--- src/rtl/core/bsr_pkg.sv ---
// ----------------------------------------------------------------------------
// bsr_pkg
// Shared constants, controller state type and control/status bundles for the
// bisection square root block.
// ----------------------------------------------------------------------------
package bsr_pkg;

   localparam int DATA_W         = 32;
   localparam int ITER_W         = 6;
   localparam int FRAC_BITS      = 16;
   localparam int MAX_ITERATIONS = 48;
   localparam int CNT_W          = $clog2(MAX_ITERATIONS + 1);
   localparam int SQ_W           = DATA_W + FRAC_BITS;
   localparam int PROD_W         = 2 * DATA_W;

   localparam logic [DATA_W-1:0] ONE_FIXED = DATA_W'(64'd1 << FRAC_BITS);
   localparam logic [DATA_W-1:0] TOL_RESET = DATA_W'(6554);

   typedef enum logic [1:0] {
      ST_IDLE,
      ST_MUL,
      ST_CMP,
      ST_FIN
   } bsr_state_type;

   // controller -> datapath
   typedef struct packed {
      logic start;    // load a new operand
      logic square;   // register mid * mid
      logic advance;  // halve the interval
      logic settle;   // record the converged flag
      logic emit;     // load the output register
   } bsr_cmd_type;

   // datapath -> controller
   typedef struct packed {
      logic special;  // operand is zero or exactly one
      logic in_band;  // square is inside the tolerance band
      logic at_cap;   // iteration cap reached
      logic out_free; // output register can take a result
   } bsr_stat_type;

endpackage

--- src/rtl/core/bsr_req_if.sv ---
// ----------------------------------------------------------------------------
// bsr_req_if
// Operand channel: valid/ready handshake carrying one Q16.16 value.
// ----------------------------------------------------------------------------
interface bsr_req_if;
   logic                       valid;
   logic                       ready;
   logic [bsr_pkg::DATA_W-1:0] value;

   modport source (output valid, output value, input ready);
   modport sink   (input valid, input value, output ready);
endinterface

--- src/rtl/core/bsr_rsp_if.sv ---
// ----------------------------------------------------------------------------
// bsr_rsp_if
// Result channel: valid/ready handshake carrying root, iteration count and
// converged flag.
// ----------------------------------------------------------------------------
interface bsr_rsp_if;
   logic                       valid;
   logic                       ready;
   logic [bsr_pkg::DATA_W-1:0] root;
   logic [bsr_pkg::ITER_W-1:0] iterations;
   logic                       converged;

   modport source (output valid, output root, output iterations, output converged,
                   input ready);
   modport sink   (input valid, input root, input iterations, input converged,
                   output ready);
endinterface

--- src/rtl/core/bsr_ctrl.sv ---
// ----------------------------------------------------------------------------
// bsr_ctrl
// Sequencer for the bisection loop: accept, square, compare/halve, deliver.
// ----------------------------------------------------------------------------
module bsr_ctrl (
   input  logic                  clock,
   input  logic                  reset,
   input  logic                  req_valid,
   output logic                  req_ready,
   input  bsr_pkg::bsr_stat_type stat,
   output bsr_pkg::bsr_cmd_type  cmd
);

   bsr_pkg::bsr_state_type state_ff;
   bsr_pkg::bsr_state_type state_in;

   always_comb begin
      state_in = state_ff;
      case (state_ff)
         bsr_pkg::ST_IDLE: begin
            if (req_valid) begin
               state_in = stat.special ? bsr_pkg::ST_FIN : bsr_pkg::ST_MUL;
            end
         end
         bsr_pkg::ST_MUL: begin
            state_in = bsr_pkg::ST_CMP;
         end
         bsr_pkg::ST_CMP: begin
            state_in = (stat.in_band || stat.at_cap) ? bsr_pkg::ST_FIN : bsr_pkg::ST_MUL;
         end
         bsr_pkg::ST_FIN: begin
            if (stat.out_free) begin
               state_in = bsr_pkg::ST_IDLE;
            end
         end
         default: begin
            state_in = bsr_pkg::ST_IDLE;
         end
      endcase
   end

   always_comb begin
      req_ready   = 1'b0;
      cmd         = '0;
      case (state_ff)
         bsr_pkg::ST_IDLE: begin
            req_ready = 1'b1;
            cmd.start = req_valid;
         end
         bsr_pkg::ST_MUL: begin
            cmd.square = 1'b1;
         end
         bsr_pkg::ST_CMP: begin
            cmd.settle  = 1'b1;
            cmd.advance = !stat.in_band && !stat.at_cap;
         end
         bsr_pkg::ST_FIN: begin
            cmd.emit = stat.out_free;
         end
         default: begin
            req_ready = 1'b0;
         end
      endcase
   end

   always_ff @(posedge clock) begin
      if (reset) begin
         state_ff <= bsr_pkg::ST_IDLE;
      end else begin
         state_ff <= state_in;
      end
   end

endmodule

--- src/rtl/core/bsr_dpath.sv ---
// ----------------------------------------------------------------------------
// bsr_dpath
// Interval registers, squaring multiplier, tolerance band compare, tolerance
// register and result output register.
// ----------------------------------------------------------------------------
module bsr_dpath (
   input  logic                       clock,
   input  logic                       reset,
   input  bsr_pkg::bsr_cmd_type       cmd,
   output bsr_pkg::bsr_stat_type      stat,
   input  logic                       csr_wr_en,
   input  logic [bsr_pkg::DATA_W-1:0] csr_wr_data,
   input  logic [bsr_pkg::DATA_W-1:0] req_value,
   input  logic                       rsp_ready,
   output logic                       rsp_valid,
   output logic [bsr_pkg::DATA_W-1:0] rsp_root,
   output logic [bsr_pkg::ITER_W-1:0] rsp_iterations,
   output logic                       rsp_converged
);

   logic [bsr_pkg::DATA_W-1:0] tol_ff;
   logic [bsr_pkg::DATA_W-1:0] lo_ff,  lo_in;
   logic [bsr_pkg::DATA_W-1:0] hi_ff,  hi_in;
   logic [bsr_pkg::DATA_W-1:0] mid_ff, mid_in;
   logic [bsr_pkg::CNT_W-1:0]  count_ff, count_in;
   logic                       conv_ff, conv_in;
   logic [bsr_pkg::SQ_W-1:0]   target_ff, target_in;
   logic [bsr_pkg::SQ_W-1:0]   lower_ff, lower_in;
   logic [bsr_pkg::SQ_W:0]     upper_ff, upper_in;
   logic [bsr_pkg::PROD_W-1:0] prod_ff;

   logic                       rsp_valid_ff;
   logic [bsr_pkg::DATA_W-1:0] root_ff;
   logic [bsr_pkg::ITER_W-1:0] iter_ff;
   logic                       conv_out_ff;

   logic                       is_zero, is_one;
   logic [bsr_pkg::DATA_W-1:0] hi_init;
   logic [bsr_pkg::SQ_W-1:0]   tol_wide;
   logic                       below, in_band;
   logic [bsr_pkg::DATA_W:0]   sum_up, sum_dn;
   logic [63:0]                count_wide;

   assign is_zero = (req_value == '0);
   assign is_one  = (req_value == bsr_pkg::ONE_FIXED);
   assign hi_init = (req_value > bsr_pkg::ONE_FIXED) ? req_value : bsr_pkg::ONE_FIXED;
   assign tol_wide = bsr_pkg::SQ_W'(tol_ff) << bsr_pkg::FRAC_BITS;

   // |sq - target| <= tol  <=>  target - tol <= sq <= target + tol
   assign below   = prod_ff < bsr_pkg::PROD_W'(target_ff);
   assign in_band = (prod_ff >= bsr_pkg::PROD_W'(lower_ff)) &&
                    (prod_ff <= bsr_pkg::PROD_W'(upper_ff));

   // both candidate midpoints in parallel with the compare
   assign sum_up = {1'b0, mid_ff} + {1'b0, hi_ff};
   assign sum_dn = {1'b0, lo_ff}  + {1'b0, mid_ff};

   assign count_wide = 64'(count_ff);

   always_comb begin
      lo_in     = lo_ff;
      hi_in     = hi_ff;
      mid_in    = mid_ff;
      count_in  = count_ff;
      conv_in   = conv_ff;
      target_in = target_ff;
      lower_in  = lower_ff;
      upper_in  = upper_ff;
      if (cmd.start) begin
         target_in = bsr_pkg::SQ_W'(req_value) << bsr_pkg::FRAC_BITS;
         upper_in  = (bsr_pkg::SQ_W+1)'(target_in) + (bsr_pkg::SQ_W+1)'(tol_wide);
         lower_in  = (target_in >= tol_wide) ? (target_in - tol_wide) : '0;
         lo_in     = '0;
         hi_in     = hi_init;
         count_in  = '0;
         conv_in   = 1'b1;
         if (is_zero) begin
            mid_in = '0;
         end else if (is_one) begin
            mid_in = bsr_pkg::ONE_FIXED;
         end else begin
            mid_in = hi_init >> 1;
         end
      end else if (cmd.advance) begin
         count_in = count_ff + 1'b1;
         if (below) begin
            lo_in  = mid_ff;
            mid_in = sum_up[bsr_pkg::DATA_W:1];
         end else begin
            hi_in  = mid_ff;
            mid_in = sum_dn[bsr_pkg::DATA_W:1];
         end
      end
      if (cmd.settle) begin
         conv_in = in_band;
      end
   end

   always_ff @(posedge clock) begin
      if (reset) begin
         tol_ff <= bsr_pkg::TOL_RESET;
      end else if (csr_wr_en) begin
         tol_ff <= csr_wr_data;
      end
   end

   always_ff @(posedge clock) begin
      lo_ff     <= lo_in;
      hi_ff     <= hi_in;
      mid_ff    <= mid_in;
      count_ff  <= count_in;
      conv_ff   <= conv_in;
      target_ff <= target_in;
      lower_ff  <= lower_in;
      upper_ff  <= upper_in;
      if (cmd.square) begin
         prod_ff <= mid_ff * mid_ff;
      end
   end

   always_ff @(posedge clock) begin
      if (reset) begin
         rsp_valid_ff <= 1'b0;
      end else if (cmd.emit) begin
         rsp_valid_ff <= 1'b1;
      end else if (rsp_ready) begin
         rsp_valid_ff <= 1'b0;
      end
   end

   always_ff @(posedge clock) begin
      if (cmd.emit) begin
         root_ff     <= mid_ff;
         iter_ff     <= count_wide[bsr_pkg::ITER_W-1:0];
         conv_out_ff <= conv_ff;
      end
   end

   assign stat.special  = is_zero || is_one;
   assign stat.in_band  = in_band;
   assign stat.at_cap   = (count_ff == bsr_pkg::CNT_W'(bsr_pkg::MAX_ITERATIONS));
   assign stat.out_free = !rsp_valid_ff || rsp_ready;

   assign rsp_valid      = rsp_valid_ff;
   assign rsp_root       = root_ff;
   assign rsp_iterations = iter_ff;
   assign rsp_converged  = conv_out_ff;

endmodule

--- src/rtl/core/bisection_square_root.sv ---
// ----------------------------------------------------------------------------
// bisection_square_root
// Searches each operand by N halvings (N up to 48); an operand of zero or
// exactly one skips the search. Each halving is a multiply step then a
// compare/update step through a single 32x32 squarer. One operand at a time:
// the result is loaded once the output is free, and the next operand is
// accepted once the result is loaded.
// Synchronous reset idles the sequencer, empties the output and sets tolerance.
// ----------------------------------------------------------------------------
module bisection_square_root (
   input  logic                       clock,
   input  logic                       reset,
   bsr_req_if.sink                    req_bus,
   bsr_rsp_if.source                  rsp_bus,
   input  logic                       csr_wr_en,
   input  logic [bsr_pkg::DATA_W-1:0] csr_wr_data
);

   bsr_pkg::bsr_cmd_type  cmd;
   bsr_pkg::bsr_stat_type stat;

   bsr_ctrl u_ctrl (
      .clock     (clock),
      .reset     (reset),
      .req_valid (req_bus.valid),
      .req_ready (req_bus.ready),
      .stat      (stat),
      .cmd       (cmd)
   );

   bsr_dpath u_dpath (
      .clock          (clock),
      .reset          (reset),
      .cmd            (cmd),
      .stat           (stat),
      .csr_wr_en      (csr_wr_en),
      .csr_wr_data    (csr_wr_data),
      .req_value      (req_bus.value),
      .rsp_ready      (rsp_bus.ready),
      .rsp_valid      (rsp_bus.valid),
      .rsp_root       (rsp_bus.root),
      .rsp_iterations (rsp_bus.iterations),
      .rsp_converged  (rsp_bus.converged)
   );

endmodule

--- src/flat_wrapper.sv ---
// flat-port wrapper written by rule: the top's interface ports become plain ports
module bisection_square_root_flat 
  (clock, reset, csr_wr_en, csr_wr_data, req_bus_valid, req_bus_value, req_bus_ready, rsp_bus_valid, rsp_bus_root, rsp_bus_iterations, rsp_bus_converged, rsp_bus_ready);
  bsr_req_if req_bus_i ();
  bsr_rsp_if rsp_bus_i ();
  input  logic clock;
  input  logic reset;
  input  logic csr_wr_en;
  input  logic [bsr_pkg::DATA_W-1:0] csr_wr_data;
  input wire logic [$bits(req_bus_i.valid)-1:0] req_bus_valid;
  input wire logic [$bits(req_bus_i.value)-1:0] req_bus_value;
  output wire logic [$bits(req_bus_i.ready)-1:0] req_bus_ready;
  output wire logic [$bits(rsp_bus_i.valid)-1:0] rsp_bus_valid;
  output wire logic [$bits(rsp_bus_i.root)-1:0] rsp_bus_root;
  output wire logic [$bits(rsp_bus_i.iterations)-1:0] rsp_bus_iterations;
  output wire logic [$bits(rsp_bus_i.converged)-1:0] rsp_bus_converged;
  input wire logic [$bits(rsp_bus_i.ready)-1:0] rsp_bus_ready;
  assign req_bus_i.valid = req_bus_valid;
  assign req_bus_i.value = req_bus_value;
  assign req_bus_ready = req_bus_i.ready;
  assign rsp_bus_valid = rsp_bus_i.valid;
  assign rsp_bus_root = rsp_bus_i.root;
  assign rsp_bus_iterations = rsp_bus_i.iterations;
  assign rsp_bus_converged = rsp_bus_i.converged;
  assign rsp_bus_i.ready = rsp_bus_ready;
  bisection_square_root u_core (.clock(clock), .reset(reset), .req_bus(req_bus_i), .rsp_bus(rsp_bus_i), .csr_wr_en(csr_wr_en), .csr_wr_data(csr_wr_data));
endmodule
--- config.mk ---
export PLATFORM = sky130hd
export DESIGN_NAME = bisection_square_root_flat
export DESIGN_NICKNAME = d
export VERILOG_FILES = /design/src/rtl/core/bsr_pkg.sv /design/src/rtl/core/bsr_req_if.sv /design/src/rtl/core/bsr_rsp_if.sv /design/src/rtl/core/bsr_ctrl.sv /design/src/rtl/core/bsr_dpath.sv /design/src/rtl/core/bisection_square_root.sv /design/src/flat_wrapper.sv
export SDC_FILE = /design/constraint.sdc
export NUM_CORES = 2
export LEC_CHECK = 0
export ABC_AREA = 0
export BUFFER_PORTS_ARGS = -buffer_cell sky130_fd_sc_hd__buf_2
export CELL_PAD_IN_SITES_DETAIL_PLACEMENT = 0
export CELL_PAD_IN_SITES_GLOBAL_PLACEMENT = 1
export CORE_MARGIN = 3
export CORE_UTILIZATION = 40
export DETAILED_ROUTE_END_ITERATION = 16
export GPL_TIMING_DRIVEN = 0
export PLACE_DENSITY_LB_ADDON = 0.1
export SLEW_MARGIN = 15
export SYNTH_ARGS = -nofsm -noshare
export SYNTH_HDL_FRONTEND = slang
export SYNTH_SLANG_ARGS = --single-unit
--- constraint.sdc ---
create_clock -name clock -period 16.03 [get_ports clock]
set_input_delay 4.809 -clock clock [delete_from_list [all_inputs] [get_ports clock]]
set_output_delay 4.809 -clock clock [all_outputs]
set_load 0.02 [all_outputs]
==> run_results.csv <==
group,metric,value,unit
min_path,hold_class,"reg2reg",
sta,final-hold-violation-count,0,
sta,finalMaxSlewViolations,0,
floorplan,die_w,352.5,um
synth,synth_commonest_cells,"inv_1 (1118), fa_1 (796), ha_1 (485)",
floorplan,io_pins,110,
synth,synth_edf_count,264,
worst_setup_path,start_kind,"flop",
routing,viasPerCell,5.157,
clocking,clk_latency,0.59,ns
sta,fin_crit_sh,70.87,%
clocking,htreeDepth,2,
floorplan,core.rowCount,126,
synth,synth_area,0.04801,mm^2
worst_setup_path,path_buf_inv,8,
worst_setup_path,cp.arrival,11.67,ns
synth,ys_ff_latch,337,
sta,clock_skew,0.03860,ns
place,io_buffers,108,
finish,final_nets,6445,
synth,yosys_warnings,0,
synth,syn_avg_cell_area,9.717,um^2
synth,ys_types,79,
clocking,holdBufCountCts,0,
job,maxCapViolations,0,
synth,async_flop_share,0,%
synth,syn-num-nets,6291,
routing,wire_per_inst,24.03,um
clocking,cts_buffers,38,
grt,grtUsageTotal,26.37,%
clocking,cts_setup_buffers,0,
sta,min_period,11.36,ns
clocking,clk_path_buf_depth,3,
sta,rsz0062_at_grt,"no",
finish,largestRegisters,"u_core.u_dpath.prod_ff x63, u_core.u_dpath.upper_ff x33",
routing,ant_nets,0,
floorplan,die_y,352.5,um
sta,worstMarginPinSlew,1.398,ns
clocking,clk_pin_slew,0.06,ns
synth,synth_area_leaders,"fa_1 (33%), edfxtp_1 (17%), ha_1 (13%), inv_1 (8.7%), nand2_1 (3.5%)",
finish,largest_reg_flops,63,
synth,synthesis.instances,4941,
worst_setup_path,endpoint_kind,"flop",
floorplan,design.core.area,0.1186,mm^2
grt,grt_pass1_wl,241400,um
floorplan,initial_core_util,40.50,%
clocking,ctsRootBufferMaster,"clkbuf_16",
grt,antenna_found_initial,18,
grt,grt.overflow.total,0,
routing,wl,161800,um
routing,dr.pass1.iters,5,
finish,largest-register,"u_core.u_dpath.prod_ff",
worst_setup_path,slowest_delay,1.09,ns
synth,synth_top_flop_cell,"edfxtp_1",
worst_setup_path,cp_top_family,"adder cells",
routing,route.detailed.drc,0,
floorplan,die_area,0.1242,mm^2
clocking,cts.sink_count,337,
grt,grt_pass1_vias,36390,
worst_setup_path,path_common_cell,"fa_1",
worst_setup_path,critPathMaxFanout,11,
sta,setup-tns-final,0,ns
finish,area_delta_synth_final,8.357,%
grt,grt_max_degree,55,
synth,synth.most_common_cell,"inv_1",
worst_setup_path,critical_path.slowest_cell,"edfxtp_1",
outcome,status,"finished, final reports clean",
finish,final_layout_size_suffix_gt1_share,5.055,%
synth,yosys.area.top_type,"fa_1",
routing,vias,34720,
synth,ys_seq_area_share,19.55,%
worst_setup_path,path_class,"reg2reg",
sta,relSlewSlack,6.826,%
sta,achievable-frequency,88.03,MHz
place,gp_congestion,0.9499,
sta,finalSetupViolations,0,
place,hpwl,132100,um
clocking,cts-resized-gates,0,
clocking,cts_tree,"built",
synth,synth_top_area_share,33.19,%
worst_setup_path,cp.required,16.34,ns
routing,first_iter_violations,2790,
-- layer usage --
metal | part of all wire [%] | track usage [%]
met1 | 45 | 38.31
met2 | 45 | 41.31
met3 | 6.2 | 3.558
met4 | 3.5 | 7.374
met5 | 0.0080 | 0
-- layout by cell type (no fill, tap or decap), types with 43 or more instances in the layout --
cell,synthesis,layout
inv_1,1118,1118
fa_1,796,796
ha_1,485,485
nand2_1,442,441
edfxtp_1,264,264
and2_1,215,215
nor2_1,212,212
a21oi_1,179,179
clkbuf_1,171,176
o21ai_0,140,139
buf_2,8,116
xnor2_1,109,109
a21o_1,84,84
nand3_1,73,73
dfxtp_1,73,73
xor2_1,65,65
nand4_1,43,43
-- kinds of logic (layout without fill, tap and decap cells) --
kind of cell	after synthesis	in the layout	share of synthesized area [%]
AO/OA/AOI/OAI	631	631	8.404
XOR/XNOR	174	174	3.174
adder cells (fa/ha/maj)	1281	1281	45.83
buffers and inverters	1304	1487	10.22
flip-flops	337	337	19.55
multiplexers	64	64	1.418
other	0	9	0
AND/OR/NAND/NOR	1150	1150	11.41
-- through the flow --
stage | setup WS [ns] | hold slack (ns) | util, % | area, um^2 | cells
4_1_cts | 4.778 | 0.4227 | 43.86 | 52000 | 6724
3_5_place_dp | 4.851 | 0.4083 | 42.80 | 50740 | 6655
5_1_grt | 4.547 | 0.4452 | 43.86 | 52000 | 6724
2_1_floorplan | 7.388 | 0.4003 | - | 48010 | 4941
3_3_place_gp | 4.718 | 0.4059 | 42.64 | 50560 | 6649
6_report | 4.670 | 0.4243 | 43.88 | 52030 | 6733
-- cell type report --
cell class                 count  area, um^2
inverter                    1120        4204
clock buffer                  49        1002
fill                       11850       66530
buffer                       184       709.4
sequential                   337        9389
clock inverter                20       252.7
antenna                        9       22.52
timing repair buffer         114       690.7
multi-input combinational   3300       33750
tap                         1600        2002
-- worst paths after layout --
| kind | from | to | slack [ns] | cells after the start |
|---|---|---|---|---|
| worst max-delay path | u_core.u_dpath.mid_ff[19] | u_core.u_dpath.prod_ff[57] | 4.67 | 28 |
| worst min-delay path | u_core.u_dpath.conv_ff | u_core.u_dpath.rsp_converged | 0.42 | 0 |
| worst max register to register | u_core.u_dpath.mid_ff[19] | u_core.u_dpath.prod_ff[57] | 4.67 | 28 |
| worst min register to register | u_core.u_dpath.conv_ff | u_core.u_dpath.rsp_converged | 0.42 | 0 |
Power is not shown: default switching activity piles up to over one toggle a cycle in this logic, so the estimate is an artifact.
